File: src/design/wpm_pkg.sv
// Shared types, codes and constants for the WAV PCM16 level meter.
`default_nettype none

package wpm_pkg;

  localparam int unsigned FMT_MAX_BYTES_DEF = 32;

  localparam logic [31:0] TAG_RIFF = 32'h4646_4952;
  localparam logic [31:0] TAG_WAVE = 32'h4556_4157;
  localparam logic [31:0] TAG_FMT  = 32'h2074_6d66;
  localparam logic [31:0] TAG_DATA = 32'h6174_6164;
  localparam logic [31:0] FMT_MIN_BYTES = 32'd16;
  localparam logic [15:0] PCM_BITS = 16'd16;
  localparam logic [15:0] PCM_TAG  = 16'd1;

  localparam logic [1:0] ST_OK      = 2'd0;
  localparam logic [1:0] ST_NOT_WAV = 2'd1;
  localparam logic [1:0] ST_UNSUP   = 2'd2;

  // Divider runs 80 bits for sum*65536/samples and 31 bits for samples/channels.
  localparam int unsigned DVD_W        = 80;
  localparam int unsigned DIV_RMS_STEPS = 80;
  localparam int unsigned DIV_FR_STEPS  = 31;
  localparam int unsigned SQ_W          = 48;
  localparam int unsigned SQRT_STEPS    = 24;
  localparam int unsigned CNT_W         = 7;

  typedef enum logic [2:0] {
    PH_HEADER,
    PH_CHUNK,
    PH_FMT,
    PH_SKIP,
    PH_PAD,
    PH_DATA,
    PH_DONE
  } phase_t;

  typedef enum logic [2:0] {
    CS_PARSE,
    CS_RMS_LOAD,
    CS_RMS_DIV,
    CS_SQ_LOAD,
    CS_SQRT,
    CS_FR_LOAD,
    CS_FR_DIV,
    CS_FINISH
  } ctrl_state_t;

  typedef struct packed {
    logic [7:0] data_byte;
    logic       end_of_file;
  } in_item_t;

  typedef struct packed {
    logic [1:0]  status;
    logic [15:0] peak;
    logic [23:0] rms_q8;
    logic [31:0] sample_rate;
    logic [15:0] channel_count;
    logic [30:0] sample_count;
    logic [30:0] frame_count;
  } out_item_t;

  typedef struct packed {
    logic take_byte;
    logic rms_load;
    logic fr_load;
    logic div_step;
    logic sq_load;
    logic sq_step;
    logic out_load;
  } dp_cmd_t;

  typedef struct packed {
    logic result_hit;
    logic result_ok;
  } dp_stat_t;

endpackage

`default_nettype wire

File: src/design/wpm_ctrl.sv
// Sequencer: byte intake, per-file divide and square-root steps, result hold.
`default_nettype none

module wpm_ctrl (
  input  wire logic              clk,
  input  wire logic              rst,
  input  wire logic              byte_valid,
  output logic                   byte_stall,
  output logic                   result_valid,
  input  wire logic              result_stall,
  output wpm_pkg::dp_cmd_t       cmd,
  input  wire wpm_pkg::dp_stat_t stat
);
  import wpm_pkg::*;

  ctrl_state_t      state, state_next;
  logic [CNT_W-1:0] cnt;
  logic             out_full;
  logic             last_rms, last_sq, last_fr;

  assign last_rms = (cnt == CNT_W'(DIV_RMS_STEPS - 1));
  assign last_sq  = (cnt == CNT_W'(SQRT_STEPS - 1));
  assign last_fr  = (cnt == CNT_W'(DIV_FR_STEPS - 1));

  always_comb begin
    state_next = state;
    unique case (state)
      CS_PARSE:    if (cmd.take_byte && stat.result_hit) begin
                     state_next = stat.result_ok ? CS_RMS_LOAD : CS_FINISH;
                   end
      CS_RMS_LOAD: state_next = CS_RMS_DIV;
      CS_RMS_DIV:  if (last_rms) state_next = CS_SQ_LOAD;
      CS_SQ_LOAD:  state_next = CS_SQRT;
      CS_SQRT:     if (last_sq) state_next = CS_FR_LOAD;
      CS_FR_LOAD:  state_next = CS_FR_DIV;
      CS_FR_DIV:   if (last_fr) state_next = CS_FINISH;
      CS_FINISH:   if (!out_full) state_next = CS_PARSE;
      default:     state_next = CS_PARSE;
    endcase
  end

  always_comb begin
    cmd = '0;
    byte_stall = 1'b1;
    unique case (state)
      CS_PARSE: begin
        byte_stall = out_full;
        cmd.take_byte = byte_valid && !out_full;
      end
      CS_RMS_LOAD: cmd.rms_load = 1'b1;
      CS_RMS_DIV:  cmd.div_step = 1'b1;
      CS_SQ_LOAD:  cmd.sq_load = 1'b1;
      CS_SQRT:     cmd.sq_step = 1'b1;
      CS_FR_LOAD:  cmd.fr_load = 1'b1;
      CS_FR_DIV:   cmd.div_step = 1'b1;
      CS_FINISH:   cmd.out_load = !out_full;
      default:     cmd = '0;
    endcase
  end

  assign result_valid = out_full;

  always_ff @(posedge clk) begin
    if (rst) begin
      state <= CS_PARSE;
      cnt <= '0;
      out_full <= 1'b0;
    end else begin
      state <= state_next;
      if (cmd.rms_load || cmd.sq_load || cmd.fr_load) begin
        cnt <= '0;
      end else begin
        cnt <= cnt + CNT_W'(1);
      end
      if (cmd.out_load) begin
        out_full <= 1'b1;
      end else if (!result_stall) begin
        out_full <= 1'b0;
      end
    end
  end

endmodule

`default_nettype wire

File: src/design/wpm_dp.sv
// Datapath: chunk parser, sample statistics, shared divider, square root, result register.
`default_nettype none

module wpm_dp #(
  parameter int unsigned FMT_MAX_BYTES = wpm_pkg::FMT_MAX_BYTES_DEF
) (
  input  wire logic               clk,
  input  wire logic               rst,
  input  wire wpm_pkg::in_item_t  item,
  input  wire wpm_pkg::dp_cmd_t   cmd,
  output wpm_pkg::dp_stat_t       stat,
  output wpm_pkg::out_item_t      result
);
  import wpm_pkg::*;

  // parser state
  phase_t      phase, phase_next;
  logic [31:0] idx, idx_next, tag, tag_next, size, size_next;
  logic [15:0] chan, chan_next, bits, bits_next;
  logic [31:0] rate, rate_next;
  logic [30:0] left, left_next;
  logic [7:0]  low, low_next;
  logic [16:0] peak, peak_next;
  logic [63:0] sum, sum_next;
  logic        hit;
  logic [1:0]  code;
  logic [31:0] idx_inc;
  logic [15:0] smp;
  logic [16:0] mag;
  logic [33:0] sq;
  logic [7:0]  b;

  // captured file result
  logic [1:0]  snap_status;
  logic [15:0] snap_peak, snap_chan;
  logic [31:0] snap_rate;
  logic [30:0] snap_samples;
  logic [63:0] snap_sum;
  out_item_t   result_next;

  // divider and root
  logic [DVD_W-1:0] dvd;
  logic [31:0]      rem, rem_sh, rem_sub;
  logic [30:0]      dvs;
  logic [SQ_W-1:0]  sq_v, sq_res, sq_bit, sq_try;

  assign b = item.data_byte;
  assign idx_inc = idx + 32'd1;
  assign smp = {b, low};
  assign mag = smp[15] ? (17'h10000 - {1'b0, smp}) : {1'b0, smp};
  assign sq = mag * mag;

  always_comb begin
    phase_next = phase; idx_next = idx; tag_next = tag; size_next = size;
    chan_next = chan; bits_next = bits; rate_next = rate; left_next = left;
    low_next = low; peak_next = peak; sum_next = sum;
    hit = 1'b0; code = ST_OK;
    unique case (phase)
      PH_HEADER: begin
        if (idx < 32'd4) begin
          tag_next[{idx[1:0], 3'b000} +: 8] = b;
        end else if (idx >= 32'd8 && idx < 32'd12) begin
          size_next[{idx[1:0], 3'b000} +: 8] = b;
        end
        idx_next = idx_inc;
        if (idx == 32'd11) begin
          if (tag_next == TAG_RIFF && size_next == TAG_WAVE) begin
            phase_next = PH_CHUNK; idx_next = '0; tag_next = '0; size_next = '0;
          end else begin
            hit = 1'b1; code = ST_NOT_WAV;
          end
        end
      end
      PH_CHUNK: begin
        if (idx < 32'd4) begin
          tag_next[{idx[1:0], 3'b000} +: 8] = b;
        end else if (idx < 32'd8) begin
          size_next[{idx[1:0], 3'b000} +: 8] = b;
        end
        idx_next = idx_inc;
        if (idx == 32'd7) begin
          idx_next = '0;
          if (tag_next == TAG_FMT) begin
            if (size_next < FMT_MIN_BYTES || size_next > 32'(FMT_MAX_BYTES)) begin
              hit = 1'b1; code = ST_UNSUP;
            end else begin
              phase_next = PH_FMT; tag_next = '0;
              chan_next = '0; rate_next = '0; bits_next = '0;
            end
          end else if (tag_next == TAG_DATA) begin
            if (chan == '0 || rate == '0 || bits != PCM_BITS || size_next == '0) begin
              hit = 1'b1; code = ST_UNSUP;
            end else begin
              left_next = size_next[31:1];
              peak_next = '0;
              sum_next = '0;
              if (size_next[31:1] == '0) begin
                hit = 1'b1; code = ST_OK;
              end else begin
                phase_next = PH_DATA;
              end
            end
          end else if (size_next == '0) begin
            phase_next = PH_CHUNK; tag_next = '0; size_next = '0;
          end else begin
            phase_next = PH_SKIP;
          end
        end
      end
      PH_FMT: begin
        if (idx < 32'd2) begin
          tag_next[{idx[0], 3'b000} +: 8] = b;
        end else if (idx < 32'd4) begin
          chan_next[{idx[0], 3'b000} +: 8] = b;
        end else if (idx < 32'd8) begin
          rate_next[{idx[1:0], 3'b000} +: 8] = b;
        end else if (idx == 32'd14 || idx == 32'd15) begin
          bits_next[{idx[0], 3'b000} +: 8] = b;
        end
        idx_next = idx_inc;
        if (idx_inc >= size) begin
          if (tag_next[15:0] != PCM_TAG) begin
            hit = 1'b1; code = ST_UNSUP;
          end else if (size[0]) begin
            phase_next = PH_PAD;
          end else begin
            phase_next = PH_CHUNK; idx_next = '0; tag_next = '0; size_next = '0;
          end
        end
      end
      PH_SKIP: begin
        idx_next = idx_inc;
        if (idx_inc >= size) begin
          if (size[0]) begin
            phase_next = PH_PAD;
          end else begin
            phase_next = PH_CHUNK; idx_next = '0; tag_next = '0; size_next = '0;
          end
        end
      end
      PH_PAD: begin
        phase_next = PH_CHUNK; idx_next = '0; tag_next = '0; size_next = '0;
      end
      PH_DATA: begin
        if (!idx[0]) begin
          low_next = b;
        end else begin
          if (mag > peak) peak_next = mag;
          sum_next = sum + 64'(sq);
          left_next = left - 31'd1;
          if (left_next == '0) begin
            hit = 1'b1; code = ST_OK;
          end
        end
        idx_next = {31'd0, ~idx[0]};
      end
      PH_DONE: begin
      end
      default: begin
      end
    endcase
    if (hit) phase_next = PH_DONE;
    // end of file closes an unfinished file
    if (item.end_of_file && !hit && phase != PH_DONE) begin
      hit = 1'b1;
      if (phase_next == PH_HEADER) code = ST_NOT_WAV;
      else if (phase_next == PH_DATA) code = ST_OK;
      else code = ST_UNSUP;
    end
  end

  assign stat.result_hit = hit;
  assign stat.result_ok = (code == ST_OK);

  always_ff @(posedge clk) begin
    if (rst) begin
      phase <= PH_HEADER; idx <= '0; tag <= '0; size <= '0; chan <= '0;
      bits <= '0; rate <= '0; left <= '0; low <= '0; peak <= '0; sum <= '0;
    end else if (cmd.take_byte) begin
      if (item.end_of_file) begin
        phase <= PH_HEADER; idx <= '0; tag <= '0; size <= '0; chan <= '0;
        bits <= '0; rate <= '0; left <= '0; low <= '0; peak <= '0; sum <= '0;
      end else begin
        phase <= phase_next; idx <= idx_next; tag <= tag_next; size <= size_next;
        chan <= chan_next; bits <= bits_next; rate <= rate_next; left <= left_next;
        low <= low_next; peak <= peak_next; sum <= sum_next;
      end
    end
  end

  always_ff @(posedge clk) begin
    if (cmd.take_byte && hit) begin
      snap_status <= code;
      snap_peak <= peak_next[15:0];
      snap_rate <= rate_next;
      snap_chan <= chan_next;
      snap_samples <= size_next[31:1];
      snap_sum <= sum_next;
    end
  end

  // restoring divider, one quotient bit per step; quotient shifts into dvd
  assign rem_sh = {rem[30:0], dvd[DVD_W-1]};
  assign rem_sub = rem_sh - {1'b0, dvs};

  always_ff @(posedge clk) begin
    if (cmd.rms_load) begin
      dvd <= {snap_sum, 16'd0};
      dvs <= snap_samples;
      rem <= '0;
    end else if (cmd.fr_load) begin
      dvd <= {snap_samples, (DVD_W - 31)'(0)};
      dvs <= {15'd0, snap_chan};
      rem <= '0;
    end else if (cmd.div_step) begin
      if (rem_sh >= {1'b0, dvs}) begin
        rem <= rem_sub;
        dvd <= {dvd[DVD_W-2:0], 1'b1};
      end else begin
        rem <= rem_sh;
        dvd <= {dvd[DVD_W-2:0], 1'b0};
      end
    end
  end

  // bit-pair integer square root
  assign sq_try = sq_res + sq_bit;

  always_ff @(posedge clk) begin
    if (cmd.sq_load) begin
      sq_v <= dvd[SQ_W-1:0];
      sq_res <= '0;
      sq_bit <= SQ_W'(1) << (SQ_W - 2);
    end else if (cmd.sq_step) begin
      if (sq_v >= sq_try) begin
        sq_v <= sq_v - sq_try;
        sq_res <= (sq_res >> 1) + sq_bit;
      end else begin
        sq_res <= sq_res >> 1;
      end
      sq_bit <= sq_bit >> 2;
    end
  end

  // failures carry only their status
  always_comb begin
    result_next = '0;
    result_next.status = snap_status;
    if (snap_status == ST_OK) begin
      result_next.peak = snap_peak;
      result_next.rms_q8 = (snap_samples == '0) ? 24'd0 : sq_res[23:0];
      result_next.sample_rate = snap_rate;
      result_next.channel_count = snap_chan;
      result_next.sample_count = snap_samples;
      result_next.frame_count = (snap_chan == '0) ? 31'd0 : dvd[30:0];
    end
  end

  always_ff @(posedge clk) begin
    if (cmd.out_load) begin
      result <= result_next;
    end
  end

endmodule

`default_nettype wire

File: src/design/wav_pcm16_level_meter.sv
// Top level of the WAV PCM16 level meter: sequencer plus datapath.
// Parsing takes one byte per cycle while no result is pending.
// A failed file goes from its deciding byte straight to the finish step; a good
// file first runs an 80-step mean-square divide, 24-step root, 31-step frame divide.
// Input stalls from the deciding byte until the result transfer completes.
// rst is synchronous: parser returns to the header phase with cleared sums.
`default_nettype none

module wav_pcm16_level_meter #(
  parameter int unsigned FMT_MAX_BYTES = wpm_pkg::FMT_MAX_BYTES_DEF
) (
  input  wire logic               clk,
  input  wire logic               rst,
  input  wire logic               byte_valid,
  output logic                    byte_stall,
  input  wire wpm_pkg::in_item_t  byte_item,
  output logic                    result_valid,
  input  wire logic               result_stall,
  output wpm_pkg::out_item_t      result_item
);
  import wpm_pkg::*;

  dp_cmd_t  cmd;
  dp_stat_t stat;

  // Sequencer: decide when a byte transfers and walk the per-file math.
  wpm_ctrl u_ctrl (
    .clk          (clk),
    .rst          (rst),
    .byte_valid   (byte_valid),
    .byte_stall   (byte_stall),
    .result_valid (result_valid),
    .result_stall (result_stall),
    .cmd          (cmd),
    .stat         (stat)
  );

  // Datapath: chunk walk, peak and square sum, divide, root, result hold.
  wpm_dp #(
    .FMT_MAX_BYTES (FMT_MAX_BYTES)
  ) u_dp (
    .clk    (clk),
    .rst    (rst),
    .item   (byte_item),
    .cmd    (cmd),
    .stat   (stat),
    .result (result_item)
  );

endmodule

`default_nettype wire

File: config.mk
export PLATFORM = sky130hd
export DESIGN_NAME = wav_pcm16_level_meter
export DESIGN_NICKNAME = d
export VERILOG_FILES = /design/src/design/wpm_pkg.sv /design/src/design/wpm_ctrl.sv /design/src/design/wpm_dp.sv /design/src/design/wav_pcm16_level_meter.sv
export SDC_FILE = /design/constraint.sdc
export NUM_CORES = 2
export LEC_CHECK = 0
export ABC_AREA = 0
export ABC_CLOCK_PERIOD_IN_PS = 32600
export BUFFER_PORTS_ARGS = -buffer_cell sky130_fd_sc_hd__clkbuf_2
export CORE_MARGIN = 2
export CORE_UTILIZATION = 45
export DETAILED_ROUTE_END_ITERATION = 6
export GPL_ROUTABILITY_DRIVEN = 0
export MAX_ROUTING_LAYER = met4
export PLACE_DENSITY_LB_ADDON = 0.12
export SYNTH_ARGS = -nofsm -noshare
export SYNTH_HDL_FRONTEND = slang
export SYNTH_SLANG_ARGS = --single-unit
File: constraint.sdc
create_clock -name clk -period 32.6 [get_ports clk]
set_input_delay 6.52 -clock clk [delete_from_list [all_inputs] [get_ports clk]]
set_output_delay 6.52 -clock clk [all_outputs]
set_load 0.03 [all_outputs]
# Word level (Yosys, flattened, before mapping)
# Cells that the tools add are included.
[word_totals] word_cells=340 latch_bits=0 memories=0 input_bits=13 ramBits=0 rom_bits=0 regBits=869
[classes] n_shift=6 n_mux=173 order_cmp=11 div_mod_pow=0 add_sub_neg=11 bitwise=2 multipliers=1 reduce_logical=50 eq_ne=50
[ops] operator="$mux W32" n=50
[ops] operator="$mux W64" n=6
[ops] operator="$pmux W32 S5" n=2
[ops] operator="$mux W31" n=9
[ops] operator="$mux W80" n=3
[ops] operator="$mux W16" n=14
[ops] operator="$mux W48" n=4
[ops] operator="$pmux W32 S6" n=1
[ops] operator="$mux W17" n=8
[ops] operator="$bwmux W32" n=4
[ops] operator="$pmux W64 S2" n=1
[ops] operator="$eq A32 B31 Y1 const B" n=3
[ops] operator="$eq A32 B4 Y1 const B" n=3
[ops] operator="$logic_not A31 Y1" n=3
[ops] operator="$add A64 B34 Y64" n=1
[ops] operator="$logic_not A32 Y1" n=2
[ops] operator="$lt A32 B4 Y1 const B" n=2
[ops] operator="$pmux W16 S2" n=2
[ops] operator="$pmux W32 S2" n=1
[ops] operator="$pmux W31 S2" n=1
[ops] operator="$mux W3" n=20
[ops] operator="$add A47 B47 Y48" n=1
[ops] operator="$add A48 B47 Y48" n=1
[ops] operator="$ge A48 B48 Y1" n=1
[ops] operator="other kinds (64)" n=161

# Longest topological paths before layout
[depth] ltp_word=22 depth_mapped=38 mapped_depth_nobuf=34

# Cells and area by module
# From an unflattened synthesis, not the netlist that was laid out.
[unflattened] hier_cells=6066 hier_area_um2=56827.0
[by_module_without_submodules] module="wpm_dp" seq_area_each_um2=21740.9 cells_per_inst=5995 instances=1 area_each_um2=56165.1
[by_module_without_submodules] module="wpm_ctrl" seq_area_each_um2=220.2 cells_per_inst=71 instances=1 area_each_um2=661.9

# Worst setup path after synthesis
# OpenSTA, ideal clock, no wires.
[synth_timing] kind="input to register" from="in byte_item[6] (netlist bit)" to="reg u_dp.snap_chan[0] (enable)" arrival_time_ns=16.653 t_required_ns=31.819 path_stages=10 path_slack_ns=15.165 setup_ns=0.781 path_cell_list="clkbuf_1 -> clkbuf_1 -> nand2_1 -> nor4_1 -> o22ai_1 -> nor4_4 -> nand2_1 -> a2111oi_0 -> o21bai_1 -> a31oi_1"
[synth_between] elab_chain_len=17 elab_cells_between_ends=44
[synth_rtl] element="from (decl)" line="wav_pcm16_level_meter.sv:16" source="input wire wpm_pkg::in_item_t byte_item,"
[synth_rtl] element="branches (longest 11 deep; another with $lt A32 B5 Y1)"
[synth_rtl] element="$pmux W1 S4 (*)" line="wpm_dp.sv:58" source="unique case (phase)"
[synth_rtl] element="$logic_not A1 Y1" line="wpm_dp.sv:164" source="if (item.end_of_file && !hit && phase != PH_DONE) begin"
[synth_rtl] element="$logic_and A1 B1 Y1 (2 in a row)" line="wpm_dp.sv:164"
[synth_rtl] element="$mux W1 (*)" line="wpm_dp.sv:164"
[synth_rtl] element="$logic_and A1 B1 Y1 (*)" line="wpm_dp.sv:192" source="if (cmd.take_byte && hit) begin"
[synth_rtl] element="to (signal assigned)" line="wpm_dp.sv:196" source="snap_chan <= chan_next;"
[synth_rtl] element="to (decl)" line="wpm_dp.sv:35" source="logic [15:0] snap_peak, snap_chan;"
# Every way passes the cells marked *. The select of a mux whose other input is x is not followed.
# A chain may end at the register's enable or synchronous reset.

# Worst setup path in the final report
[layout_timing] from="in byte_item[1] (netlist bit)" to="reg u_dp.snap_sum[61] (data pin)"
[layout_between] elab_chain_len=12 elab_cells_between_ends=22
[layout_rtl] element="branches (longest 11 deep; another with $add A64 B34 Y64)"
[layout_rtl] element="$pmux W64 S2 (*)" line="wpm_dp.sv:58"
[layout_rtl] element="via u_dp.sum_next[61]" line="wpm_dp.sv:24" source="logic [63:0] sum, sum_next;"
[layout_rtl] element="to (signal assigned)" line="wpm_dp.sv:198" source="snap_sum <= sum_next;"
[layout_rtl] element="to (decl)" line="wpm_dp.sv:38" source="logic [63:0] snap_sum;"
# Mark *: on every way through the listed nets, which the timed path passes. The select of a mux whose other input is x is not followed.

==> results.toml <==
[status]
outcome = "finished, final reports clean"

[die]
fp.dieArea_mm2 = 0.131
initial_core_util_pct = 45.3
ioPinCount = 167
rows = 131
core-area_mm2 = 0.127
die_h_um = 362
die_w_um = 362

[place]
dp.cells = 7831
dp_hpwl_um = 141000
place_ws_ns = 15.59
io_buffers = 166
post_dp_cell_area_mm2 = 0.0604

[synthesis]
synth_area_leader_cell = "edfxtp_1"
ys_ff_latch = 869
yosysMostFrequentCell = "nand2_1"
synthTopCellsByCount = "nand2_1, inv_1, edfxtp_1, nor2_1, dfxtp_1"
synth_enable_flop_cells = 456
ys_seq_area_share_pct = 38.1
synth_top_area_share_pct = 23.8
synth_ff_type = "edfxtp_1"
syn_inst = 6178
syn_area_mm2 = 0.0576
yosysWarnings = 0
async_flop_share_pct = 0
syn_avg_cell_area_um2 = 9.33
synth.area.top_cells = "edfxtp_1, dfxtp_1, fa_1"
synth.distinct_cells = 98

[timing]
fin_skew_ns = 0.0678
drv_slew = 0
fin_crit_ns = 16.43
setup_violations = 0
fmax_ghz = 0.0609
fin_tns_setup_ns = 0
grt_setup_unrepaired = "false"
post-route-period-util_pct = 50.4
slew_headroom_pct = 11.7
max_slew.worst_pin.slew_ns = 1.31
setup_slack_ns = 16.17
hold_viol_final = 0

[setup_path]
regToRegStartpoint = "u_dp.low[2]$_SDFFE_PP0P_"
crit_arrival_ns = 16.91
rrSetupSlack_ns = 21.71
worstSetupPathType = "in2reg"
crit_top_cell = "fa_1"
end_kind = "flip-flop"
r2r-end = "u_dp.snap_sum[61]$_DFFE_PP_"
path_max_fanout = 22
slowest_stage = "o21ai_1"
cp-start-kind = "input pin"
r2r_cells = 29
max_stage_delay_ns = 0.95
cp.required_ns = 33.08

[route]
vias = 48200
drtIter0Drc = 4794
firstDrtPassIters = 6
routed_wl_um = 192000
drc = 0
antenna_left = 0
vias_per_cell = 6.01
wire_per_inst_um = 23.9

[grt]
grt_pass1_wl_um = 289000
grt_usage_pct = 29.7
grt_use_met3_pct = 5.76
antenna_found_initial = 9
gr-usage-met1_pct = 38.4
grt_start_max_net_pins = 80
grt.met2_usage_pct = 45.8
grt-ovfl-total = 0
grt_pass1_vias = 45900
grt-busiest-layer = "met2"

[min_path]
min_from = "u_dp.tag[25]$_SDFFE_PP0P_"
hp-class = "reg2reg"
holdPathEnd = "u_dp.tag[25]$_SDFFE_PP0P_"
holdPathStages = 2

[clock_network]
cts_made_buffers = 100
root_buffer = "clkbuf_16"
cts.htree.levels = 3
cts_hold_buffers = 0
clock_latency_ns = 0.76
cts_tree = "yes"
clkSinkCount = 869
cts_setup_buffers = 0
ctsResizeCount = 0
cts_buffer_depth = 3
path_clk_slew_ns = 0.06

[finish]
fillers = 11900
layout.nets = 6820
area_growth_pct = 10.9
final_cells = 8028
register_area_mm2 = 0.0220
multi_input_comb_area_mm2 = 0.0327
fin_area_mm2 = 0.0639
final_core_util_pct = 50.2
drive_gt1_share_pct = 9.15

[job]
maxCapViolCount = 0

[power_and_ir_drop]
leakage_nw = 25.8
ir_drop_mv = 0.0585
powerDensity_mw_per_mm2 = 66.7
-- metal layers --
layer,up-vias,wire length (um)
met3,418,15900
li1,22300,-
met5,-,0
met1,23500,81100
met2,1930,86700
met4,0,8490
-- sequential cells by signal, indices dropped and copies added (netlist names), 17 cells and up --
name	count
u_dp.dvd	80
u_dp.idx	32
u_dp.dvs	31
u_dp.sq_v	48
u_dp.snap_samples	31
u_dp.sq_res	48
u_dp.left	31
u_dp.sq_bit	24
u_dp.result	152
u_dp.rate	32
u_dp.sum	64
u_dp.size	32
u_dp.peak	17
u_dp.snap_sum	64
u_dp.rem	31
u_dp.tag	32
u_dp.snap_rate	32
-- area by class of cell --
class,instances,share of cell area [%]
antenna,7,0.0274
clock buffer,122,4.11
clock inverter,68,1.35
inverter,548,3.22
multi-input combinational,4489,51.2
sequential,869,34.4
tap,1662,3.25
timing repair buffer,263,2.44
-- worst max-delay path: cells and delay by family --
family,cells,cell delay (ns)
xor gates and xnor gates,1,0.69
adders and majority gates,7,3.40
AOI/OAI and AO/OA,9,3.08
buffers and inverters,6,1.25
and+or+nand+nor,6,1.75
muxes,1,0.17
-- metrics by stage --
step / total power [mW] / hold WS [ns]
3_5_place_dp: 3.06 / 0.443
5_1_grt: 4.53 / 0.487
4_1_cts: 4.27 / 0.453
6_report: 4.26 / 0.460
3_3_place_gp: 3.05 / 0.431
2_1_floorplan: 2.64 / 0.420
-- worst max-delay path by stage --
stage                       startpoint                          end  slack, ns  depth (start not counted)
after floorplan           byte_item[6]  u_dp.snap_chan[0]$_DFFE_PP_      15.17                         10
after global placement    byte_item[1]  u_dp.snap_sum[61]$_DFFE_PP_      15.76                         30
after detailed placement  byte_item[1]  u_dp.snap_sum[61]$_DFFE_PP_      15.59                         30
after CTS                 byte_item[1]  u_dp.snap_sum[61]$_DFFE_PP_      16.30                         30
after global routing      byte_item[1]  u_dp.snap_sum[61]$_DFFE_PP_      15.69                         32
final                     byte_item[1]  u_dp.snap_sum[61]$_DFFE_PP_      16.17                         30
-- cells in the final DEF (no fill, tap or decap), drive strengths merged, types with 32 or more instances in the layout --
cell type,synthesis,final
and2,182,182
edfxtp,456,456
clkbuf,268,287
a21oi,255,255
ha,314,314
mux2,36,36
nor3b,32,32
a22o,192,192
nor4,82,82
o21ai,380,380
a22oi,47,47
o21a,47,47
nor3,138,138
a31oi,92,92
xor2,97,97
nor2,420,420
fa,222,222
nand3,153,153
nand2,608,608
buf,42,98
o211ai,50,50
a21o,102,102
o31ai,53,53
clkinv,8,49
or3,43,43
and3,72,72
xnor2,143,143
dfxtp,413,413
inv,540,549
nand4,88,88
mux2i,124,124
a211oi,60,60
nand2b,41,41
conb,2,40
-- logic make-up (layout without fill, tap and decap cells) --
logic type	Yosys count	after routing	share of synthesized area (%)
mux	160	160	2.86
buf+inv	858	1001	5.69
xor+xnor	240	240	3.65
flops	869	869	38.1
simple gates	1958	1958	16.8
compound gates	1555	1555	18.3
other cells	2	47	0.0130
fa+ha+maj	536	536	14.5
-- where the power goes --
group	switching, mW	internal, mW	total, mW
sequential	0.135	1.30	1.43
clock	0.511	0.688	1.20
combinational	0.976	0.652	1.63
total	1.62	2.64	4.26
No activity file was read; power rests on OpenSTA's default activity.
